<file path="src/rtl/lbc_pkg.sv">
`default_nettype none

package lbc_pkg;

  localparam int unsigned KEY_BITS  = 64;
  localparam int unsigned WORD_BITS = 64;
  localparam int unsigned OCC_BITS  = 5;
  localparam int unsigned CAP_BITS  = 5;

  localparam logic [CAP_BITS-1:0] CAP_RESET = 5'd16;

  typedef enum logic [1:0] {
    OP_GET      = 2'd0,
    OP_INSERT   = 2'd1,
    OP_CONTAINS = 2'd2,
    OP_CLEAR    = 2'd3
  } op_e;

  typedef struct packed {
    op_e                  op;
    logic [KEY_BITS-1:0]  block_index;
    logic [WORD_BITS-1:0] payload;
  } item_t;

  typedef struct packed {
    logic                 hit;
    logic [WORD_BITS-1:0] data_out;
    logic [OCC_BITS-1:0]  occupancy;
  } result_t;

  typedef struct packed {
    logic load;
    logic scan;
    logic commit;
  } cmd_t;

  typedef struct packed {
    logic scan_last;
    logic is_clear;
  } status_t;

endpackage

`default_nettype wire

</file>
<file path="src/rtl/lbc_ctrl.sv">
`default_nettype none

module lbc_ctrl (
  input  wire              clk_i,
  input  wire              rst_ni,
  input  wire              start_i,
  output logic             busy_o,
  output logic             done_o,
  input  lbc_pkg::status_t status_i,
  output lbc_pkg::cmd_t    cmd_o
);

  localparam logic [2:0] S_IDLE   = 3'd0;
  localparam logic [2:0] S_SCAN   = 3'd1;
  localparam logic [2:0] S_WAIT   = 3'd2;
  localparam logic [2:0] S_COMMIT = 3'd3;
  localparam logic [2:0] S_RESP   = 3'd4;

  logic [2:0] state_q, state_d;

  always_comb begin
    state_d = state_q;
    unique case (state_q)
      S_IDLE: begin
        if (start_i) begin
          state_d = S_SCAN;
        end
      end
      S_SCAN: begin
        if (status_i.is_clear || status_i.scan_last) begin
          state_d = status_i.is_clear ? S_COMMIT : S_WAIT;
        end
      end
      S_WAIT:   state_d = S_COMMIT;
      S_COMMIT: state_d = S_RESP;
      S_RESP:   state_d = S_IDLE;
      default:  state_d = S_IDLE;
    endcase
  end

  always_ff @(posedge clk_i or negedge rst_ni) begin
    if (!rst_ni) begin
      state_q <= S_IDLE;
    end else begin
      state_q <= state_d;
    end
  end

  assign busy_o        = (state_q != S_IDLE);
  assign done_o        = (state_q == S_RESP);
  assign cmd_o.load    = (state_q == S_IDLE) && start_i;
  assign cmd_o.scan    = (state_q == S_SCAN) && !status_i.is_clear;
  assign cmd_o.commit  = (state_q == S_COMMIT);

  a_accept_scan: assert property (@(posedge clk_i) disable iff (!rst_ni)
    cmd_o.load |=> state_q == S_SCAN)
    else $error("accepted word did not start a scan");

  a_resp_after_commit: assert property (@(posedge clk_i) disable iff (!rst_ni)
    done_o |-> $past(state_q) == S_COMMIT)
    else $error("result without commit");

  a_done_busy: assert property (@(posedge clk_i) disable iff (!rst_ni)
    done_o |-> busy_o && !cmd_o.load)
    else $error("result while idle");

endmodule

`default_nettype wire

</file>
<file path="src/rtl/lbc_datapath.sv">
`default_nettype none

module lbc_datapath #(
  parameter int unsigned ENTRIES      = 16,
  parameter int unsigned PAYLOAD_BITS = 64
) (
  input  wire                                clk_i,
  input  wire                                rst_ni,
  input  lbc_pkg::item_t                     item_i,
  input  wire                                cfg_we_i,
  input  wire  [lbc_pkg::CAP_BITS-1:0]       cfg_wdata_i,
  input  lbc_pkg::cmd_t                      cmd_i,
  output lbc_pkg::status_t                   status_o,
  output lbc_pkg::result_t                   result_o
);

  localparam int unsigned IW = $clog2(ENTRIES);
  localparam int unsigned AW = IW;
  localparam int unsigned CW = $clog2(ENTRIES + 1);
  localparam int unsigned XW = (CW > lbc_pkg::CAP_BITS) ? CW : lbc_pkg::CAP_BITS;

  logic [lbc_pkg::KEY_BITS-1:0] key_mem [ENTRIES];
  logic [PAYLOAD_BITS-1:0]      pay_mem [ENTRIES];

  lbc_pkg::op_e                 op_q;
  logic [lbc_pkg::KEY_BITS-1:0] key_q;
  logic [PAYLOAD_BITS-1:0]      pay_q;
  logic [IW-1:0]                addr_q;
  logic                         cmp_vld_q;
  logic [IW-1:0]                cmp_idx_q;
  logic [lbc_pkg::KEY_BITS-1:0] key_rd_q;
  logic                         hit_q;
  logic [IW-1:0]                hit_idx_q;
  logic                         free_q;
  logic [IW-1:0]                free_idx_q;
  logic [IW-1:0]                victim_idx_q;
  logic [PAYLOAD_BITS-1:0]      pay_rd_q;
  logic [lbc_pkg::CAP_BITS-1:0] cap_q;

  logic [ENTRIES-1:0] valid_q, valid_d;
  logic [AW-1:0]      age_q [ENTRIES];
  logic [AW-1:0]      age_d [ENTRIES];
  logic [CW-1:0]      count_q, count_d;

  logic          evict;
  logic [IW-1:0] slot;
  logic [AW-1:0] touch_age;
  logic [AW-1:0] oldest_age;

  assign oldest_age = AW'(count_q - 1'b1);
  assign touch_age  = age_q[hit_idx_q];
  assign evict      = (count_q != '0) &&
                      ((cap_q == '0) || (XW'(count_q) >= XW'(cap_q)) ||
                       (count_q == CW'(ENTRIES)));
  assign slot       = (evict && !(free_q && (free_idx_q < victim_idx_q))) ?
                      victim_idx_q : free_idx_q;

  always_ff @(posedge clk_i) begin
    if (cmd_i.load) begin
      op_q  <= lbc_pkg::op_e'(item_i.op);
      key_q <= item_i.block_index;
      pay_q <= item_i.payload[PAYLOAD_BITS-1:0];
    end
    if (cmd_i.scan) begin
      key_rd_q  <= key_mem[addr_q];
      cmp_idx_q <= addr_q;
    end
  end

  always_ff @(posedge clk_i) begin
    if (cmd_i.commit && (op_q == lbc_pkg::OP_INSERT)) begin
      if (!hit_q) begin
        key_mem[slot] <= key_q;
      end
    end
  end

  always_ff @(posedge clk_i) begin
    if (cmd_i.commit) begin
      pay_rd_q <= pay_mem[hit_idx_q];
      if (op_q == lbc_pkg::OP_INSERT) begin
        pay_mem[hit_q ? hit_idx_q : slot] <= pay_q;
      end
    end
  end

  always_ff @(posedge clk_i or negedge rst_ni) begin
    if (!rst_ni) begin
      addr_q    <= '0;
      cmp_vld_q <= 1'b0;
      hit_q     <= 1'b0;
      free_q    <= 1'b0;
      cap_q     <= lbc_pkg::CAP_RESET;
    end else begin
      cmp_vld_q <= cmd_i.scan;
      if (cfg_we_i) begin
        cap_q <= cfg_wdata_i;
      end
      if (cmd_i.load) begin
        addr_q <= '0;
        hit_q  <= 1'b0;
        free_q <= 1'b0;
      end else begin
        if (cmd_i.scan) begin
          addr_q <= addr_q + 1'b1;
        end
        if (cmp_vld_q) begin
          if (valid_q[cmp_idx_q] && (key_rd_q == key_q) && !hit_q) begin
            hit_q <= 1'b1;
          end
          if (!valid_q[cmp_idx_q] && !free_q) begin
            free_q <= 1'b1;
          end
        end
      end
    end
  end

  always_ff @(posedge clk_i) begin
    if (cmp_vld_q) begin
      if (valid_q[cmp_idx_q] && (key_rd_q == key_q) && !hit_q) begin
        hit_idx_q <= cmp_idx_q;
      end
      if (!valid_q[cmp_idx_q] && !free_q) begin
        free_idx_q <= cmp_idx_q;
      end
      if (valid_q[cmp_idx_q] && (age_q[cmp_idx_q] == oldest_age)) begin
        victim_idx_q <= cmp_idx_q;
      end
    end
  end

  always_comb begin
    valid_d = valid_q;
    age_d   = age_q;
    count_d = count_q;
    if (cmd_i.commit) begin
      unique case (op_q)
        lbc_pkg::OP_CLEAR: begin
          valid_d = '0;
          for (int j = 0; j < ENTRIES; j++) begin
            age_d[j] = '0;
          end
          count_d = '0;
        end
        lbc_pkg::OP_GET, lbc_pkg::OP_INSERT: begin
          if (hit_q) begin
            for (int j = 0; j < ENTRIES; j++) begin
              if (valid_q[j] && (age_q[j] < touch_age)) begin
                age_d[j] = age_q[j] + 1'b1;
              end
            end
            age_d[hit_idx_q] = '0;
          end else if (op_q == lbc_pkg::OP_INSERT) begin
            for (int j = 0; j < ENTRIES; j++) begin
              if (valid_q[j]) begin
                age_d[j] = age_q[j] + 1'b1;
              end
            end
            if (evict) begin
              valid_d[victim_idx_q] = 1'b0;
              age_d[victim_idx_q]   = '0;
            end
            valid_d[slot] = 1'b1;
            age_d[slot]   = '0;
            count_d       = evict ? count_q : count_q + 1'b1;
          end
        end
        lbc_pkg::OP_CONTAINS: begin
        end
        default: begin
        end
      endcase
    end
  end

  always_ff @(posedge clk_i or negedge rst_ni) begin
    if (!rst_ni) begin
      valid_q <= '0;
      count_q <= '0;
      for (int j = 0; j < ENTRIES; j++) begin
        age_q[j] <= '0;
      end
    end else begin
      valid_q <= valid_d;
      count_q <= count_d;
      age_q   <= age_d;
    end
  end

  assign status_o.scan_last = (addr_q == IW'(ENTRIES - 1));
  assign status_o.is_clear  = (op_q == lbc_pkg::OP_CLEAR);

  always_comb begin
    result_o.hit       = hit_q;
    result_o.data_out  = ((op_q == lbc_pkg::OP_GET) && hit_q) ?
                         lbc_pkg::WORD_BITS'(pay_rd_q) : '0;
    result_o.occupancy = lbc_pkg::OCC_BITS'(count_q);
  end

  a_count_bound: assert property (@(posedge clk_i) disable iff (!rst_ni)
    count_q <= CW'(ENTRIES))
    else $error("occupancy above table size");

  a_count_valid: assert property (@(posedge clk_i) disable iff (!rst_ni)
    $countones(valid_q) == int'(count_q))
    else $error("occupancy does not match valid entries");

  a_cmp_follows_scan: assert property (@(posedge clk_i) disable iff (!rst_ni)
    cmd_i.scan |=> cmp_vld_q && (cmp_idx_q == $past(addr_q)))
    else $error("compare stage out of step with scan");

endmodule

`default_nettype wire

</file>
<file path="src/rtl/lru_block_cache_core.sv">
`default_nettype none

// Fully associative LRU cache of ENTRIES keys, 64-bit key, PAYLOAD_BITS-bit data word.
// A word is taken when start is high and busy is low; its result shows on result_o
// for exactly one cycle with done_o high and cannot be held off. For get, insert and
// contains the next word is taken only after the result: the key memory has one read
// port, so the search walks it one entry per cycle, then S_WAIT drains the compare,
// S_COMMIT applies the update and reads the data word, S_RESP presents the result.
// Clear skips the walk and S_WAIT. The user must write capacity (cfg_we_i/cfg_wdata_i)
// while busy is low (not enforced); 0 acts as 1, values above ENTRIES as ENTRIES.
module lru_block_cache_core #(
  parameter int unsigned ENTRIES      = 16,
  parameter int unsigned PAYLOAD_BITS = 64
) (
  input  wire                          clk_i,
  input  wire                          rst_ni,
  input  wire                          start,
  output logic                         busy,
  input  lbc_pkg::item_t               item_i,
  output logic                         done_o,
  output lbc_pkg::result_t             result_o,
  input  wire                          cfg_we_i,
  input  wire  [lbc_pkg::CAP_BITS-1:0] cfg_wdata_i
);

  lbc_pkg::cmd_t    cmd;
  lbc_pkg::status_t status;

  lbc_ctrl u_ctrl (
    .clk_i    (clk_i),
    .rst_ni   (rst_ni),
    .start_i  (start),
    .busy_o   (busy),
    .done_o   (done_o),
    .status_i (status),
    .cmd_o    (cmd)
  );

  lbc_datapath #(
    .ENTRIES      (ENTRIES),
    .PAYLOAD_BITS (PAYLOAD_BITS)
  ) u_datapath (
    .clk_i       (clk_i),
    .rst_ni      (rst_ni),
    .item_i      (item_i),
    .cfg_we_i    (cfg_we_i),
    .cfg_wdata_i (cfg_wdata_i),
    .cmd_i       (cmd),
    .status_o    (status),
    .result_o    (result_o)
  );

endmodule

`default_nettype wire
</file>
<file path="config.mk">
export PLATFORM = sky130hd
export DESIGN_NAME = lru_block_cache_core
export DESIGN_NICKNAME = d
export VERILOG_FILES = /design/src/rtl/lbc_pkg.sv /design/src/rtl/lbc_ctrl.sv /design/src/rtl/lbc_datapath.sv /design/src/rtl/lru_block_cache_core.sv
export SDC_FILE = /design/constraint.sdc
export NUM_CORES = 2
export LEC_CHECK = 0
export BUFFER_PORTS_ARGS = -buffer_cell sky130_fd_sc_hd__clkbuf_2
export CAP_MARGIN = 40
export CORE_ASPECT_RATIO = 0.7
export CORE_MARGIN = 4
export CORE_UTILIZATION = 65
export DETAILED_ROUTE_END_ITERATION = 6
export HOLD_SLACK_MARGIN = 0.12
export PLACE_DENSITY = 0.79
export REMOVE_ABC_BUFFERS = 1
export SYNTH_ARGS = -nofsm -noshare
export SYNTH_HDL_FRONTEND = slang
export SYNTH_SLANG_ARGS = --single-unit
export TNS_END_PERCENT = 30
</file>
<file path="constraint.sdc">
create_clock -name clk_i -period 16.85 [get_ports clk_i]
set_input_delay 0.8425 -clock clk_i [delete_from_list [all_inputs] [get_ports clk_i]]
set_output_delay 0.8425 -clock clk_i [all_outputs]
set_load 0.01 [all_outputs]
</file>
==> out/results.tsv <==
metric	value	unit
outcome	finished clean	
ant_nets	0	
period_share	30.7	%
cts_hold_buf	56	
clk_latency	0.86	ns
fin_skew	0.0306	ns
ir_drop	0.000156	V
drive_gt1_share	27.8	%
h-tree-depth	4	
gp_congestion	0.906	
rsz0062_at_grt	false	
dr.pass1.iters	6	
first_iter_violations	7601	
relSlewSlack	30.7	%
cp_cell_sequence	inv_1 -> ha_1 -> nand2b_1 -> a2111oi_2 -> o21a_1 -> o21ai_0 -> a31oi_1 -> nand3_1 -> nor2_4 -> buf_4	
via_per_inst	6.97	
start_util	65.6	%
path_class	reg2reg	
ys_seq_area_share	75.5	%
clock_tree.root_cell	clkbuf_16	
antenna_found_initial	5	
post-cts-setup-buffers	0	
nets	5049	
cts_tree	yes	
finalHoldViolations	0	
avgRoutedWirePerCell	33.2	um
syn_area	0.0957	mm2
hold_path.class	in2reg	
area_delta_synth_final	12.7	%
synth_cells	4447	
grt_overflow_total	0	
slowest_stage	buf_4	
whs	0.175	ns
io_buffers	210	
die_w	467	um
synth.area.top_cells	edfxtp_1 (73%), mux4_2 (16%), dfrtp_1 (2.6%), ha_1 (0.98%), nand3_1 (0.58%)	
synth_top_area_share	72.9	%
ys_seq_elements	2422	
cp_max_fo	46	
seqCellArea	0.0722	mm2
drt_wl_total	232000	um
slew_violations	0	
grt_pass1_vias	49100	
cts_resized	0	
multi_input_area	0.0226	mm2
die_y	329	um
start_kind	register	
synth-edff-count	2322	
cp_slowest_stage_delay	0.80	ns
row_count	117	
post-route-drc-count	0	
period_minus_slack	5.17	ns
dp_hpwl	126000	um
clk_pin_slew	0.07	ns
cts_buffer_depth	3	
pin_count	211	
yosysWarnings	0	
syn_area_per_cell	21.5	um2
core_area	0.146	mm2
fillers	7846	
max_freq	194	MHz
power.density	133	mW/mm2
cp.required	17.31	ns
worstMarginPinSlew	1.04	ns
cap_violations	0	
critPathArrivalTime	5.62	ns
dieArea	0.153	mm2
grt.total_usage	31.0	%
setup_viol	0	
ys_async_sr_fraction	4.13	%
synth_flop_cell	edfxtp_1	
cts.sinks	2422	
crit_path_end_kind	register	
yosysTopAreaCell	edfxtp_1	
synthDistinctLibCells	70	
cts_buffers	208	
final_common_cell	edfxtp_1	
grt_max_degree	124	
power_leakage	0.0348	uW
grt_pass1_wl	343000	um
vias	48600	
final_cell_mix	edfxtp_1 (2322), mux4_2 (679), clkbuf_16 (212)	
setup_tns	0	ns
[sequential cells by signal, indices dropped and copies added, names as in the netlist, 16 cells and up]
register and count:
u_datapath.key_mem 1024, u_datapath.pay_q 64, u_datapath.valid_q 16, u_datapath.age_q 64, u_datapath.pay_rd_q 64, u_datapath.pay_mem 1024
u_datapath.key_q 64, u_datapath.key_rd_q 64
[critical path: cells and delay by family (launching register included)]
family                     cells  cell delay, ns
AOI/OAI and AO/OA              4            1.64
and+or+nand+nor                3            1.34
DFF                            1            0.49
buffers and inverters          2            0.93
adders and majority gates      1            0.30
[cell usage after synthesis, drive strengths merged (6+ instances only)]
cell type	instances
and2	85
inv	57
a32oi	15
a31oi	16
a221o	8
ha	75
edfxtp	2322
buf	87
a21o	9
nand3	111
nor2	119
o31ai	18
a21boi	6
mux4	679
nand4	34
a22oi	11
nand2b	34
a221oi	15
xnor2	41
nor4	18
nor2b	22
and4b	15
o22ai	9
o21a	18
a31o	10
a21oi	74
o2bb2ai	6
o221ai	6
nand2	113
o21ai	71
nor3	9
clkbuf	129
mux2i	17
dfrtp	99
xor2	43
a211oi	12
[metal layers]
layer	share of wire, %	vias up	track usage [%]
li1	-	19400	-
met1	38	25500	46.5
met2	48	3285	48.0
met3	10	448	5.85
met4	3.2	0	9.57
met5	0	-	0
[cell type report]
type                       instances  share of cell area (%)
antenna                            3                 0.00696
clock buffer                     266                    5.20
clock inverter                   119                    1.19
inverter                          58                   0.202
multi-input combinational       1751                    20.9
sequential                      2422                    67.0
tap                             1963                    2.28
timing repair buffer             394                    3.20
[power by group]
group / internal (uW) / total (uW) / switching [uW]
Sequential: 7150 / 7620 / 470
Combinational: 860 / 1840 / 976
Clock: 2710 / 4880 / 2170
Total: 10700 / 14300 / 3620
[per-stage QoR]
stage	cells	instance area, um2	worst slack, ns	power (uW)	util [%]
finish	6976	108000	11.68	14300	74.0
global route	6974	108000	11.45	14800	74.0
floorplan	4231	94700	3.00	9210	-
detailed placement	6532	100000	11.77	9530	68.8
global placement	6480	99100	11.85	9420	68.0
CTS	6973	108000	11.74	14400	73.9
[final timing paths]
| path | startpoint | to | slack (ns) | cells past startpoint |
|---|---|---|---|---|
| min in group asynchronous | rst_ni | u_datapath.age_q[51] | 0.53 | 2 |
| worst min register to register | u_datapath.cap_q[4] | u_datapath.cap_q[4] | 0.57 | 2 |
| worst min-delay path | item_i[45] | u_datapath.pay_q[45] | 0.17 | 1 |
| worst max register to register | u_datapath.count_q[0] | u_datapath.pay_mem[6][10] | 11.68 | 10 |
| max in group asynchronous | rst_ni | u_datapath.addr_q[0] | 15.30 | 4 |
| worst max-delay path | u_datapath.count_q[0] | u_datapath.pay_mem[6][10] | 11.68 | 10 |
[cell families (layout without fill, tap and decap cells)]
family,Yosys count,after routing,share of synthesized area (%)
other,0,3,0
adder cells (fa/ha/maj),75,75,0.981
AND/OR/NAND/NOR,577,577,3.11
multiplexers,700,700,16.2
XOR/XNOR,84,84,0.769
AO/OA/AOI/OAI,315,315,2.23
flip-flops,2422,2422,75.5
buffers and inverters,274,837,1.21
(Power assumes the default switching activity.)
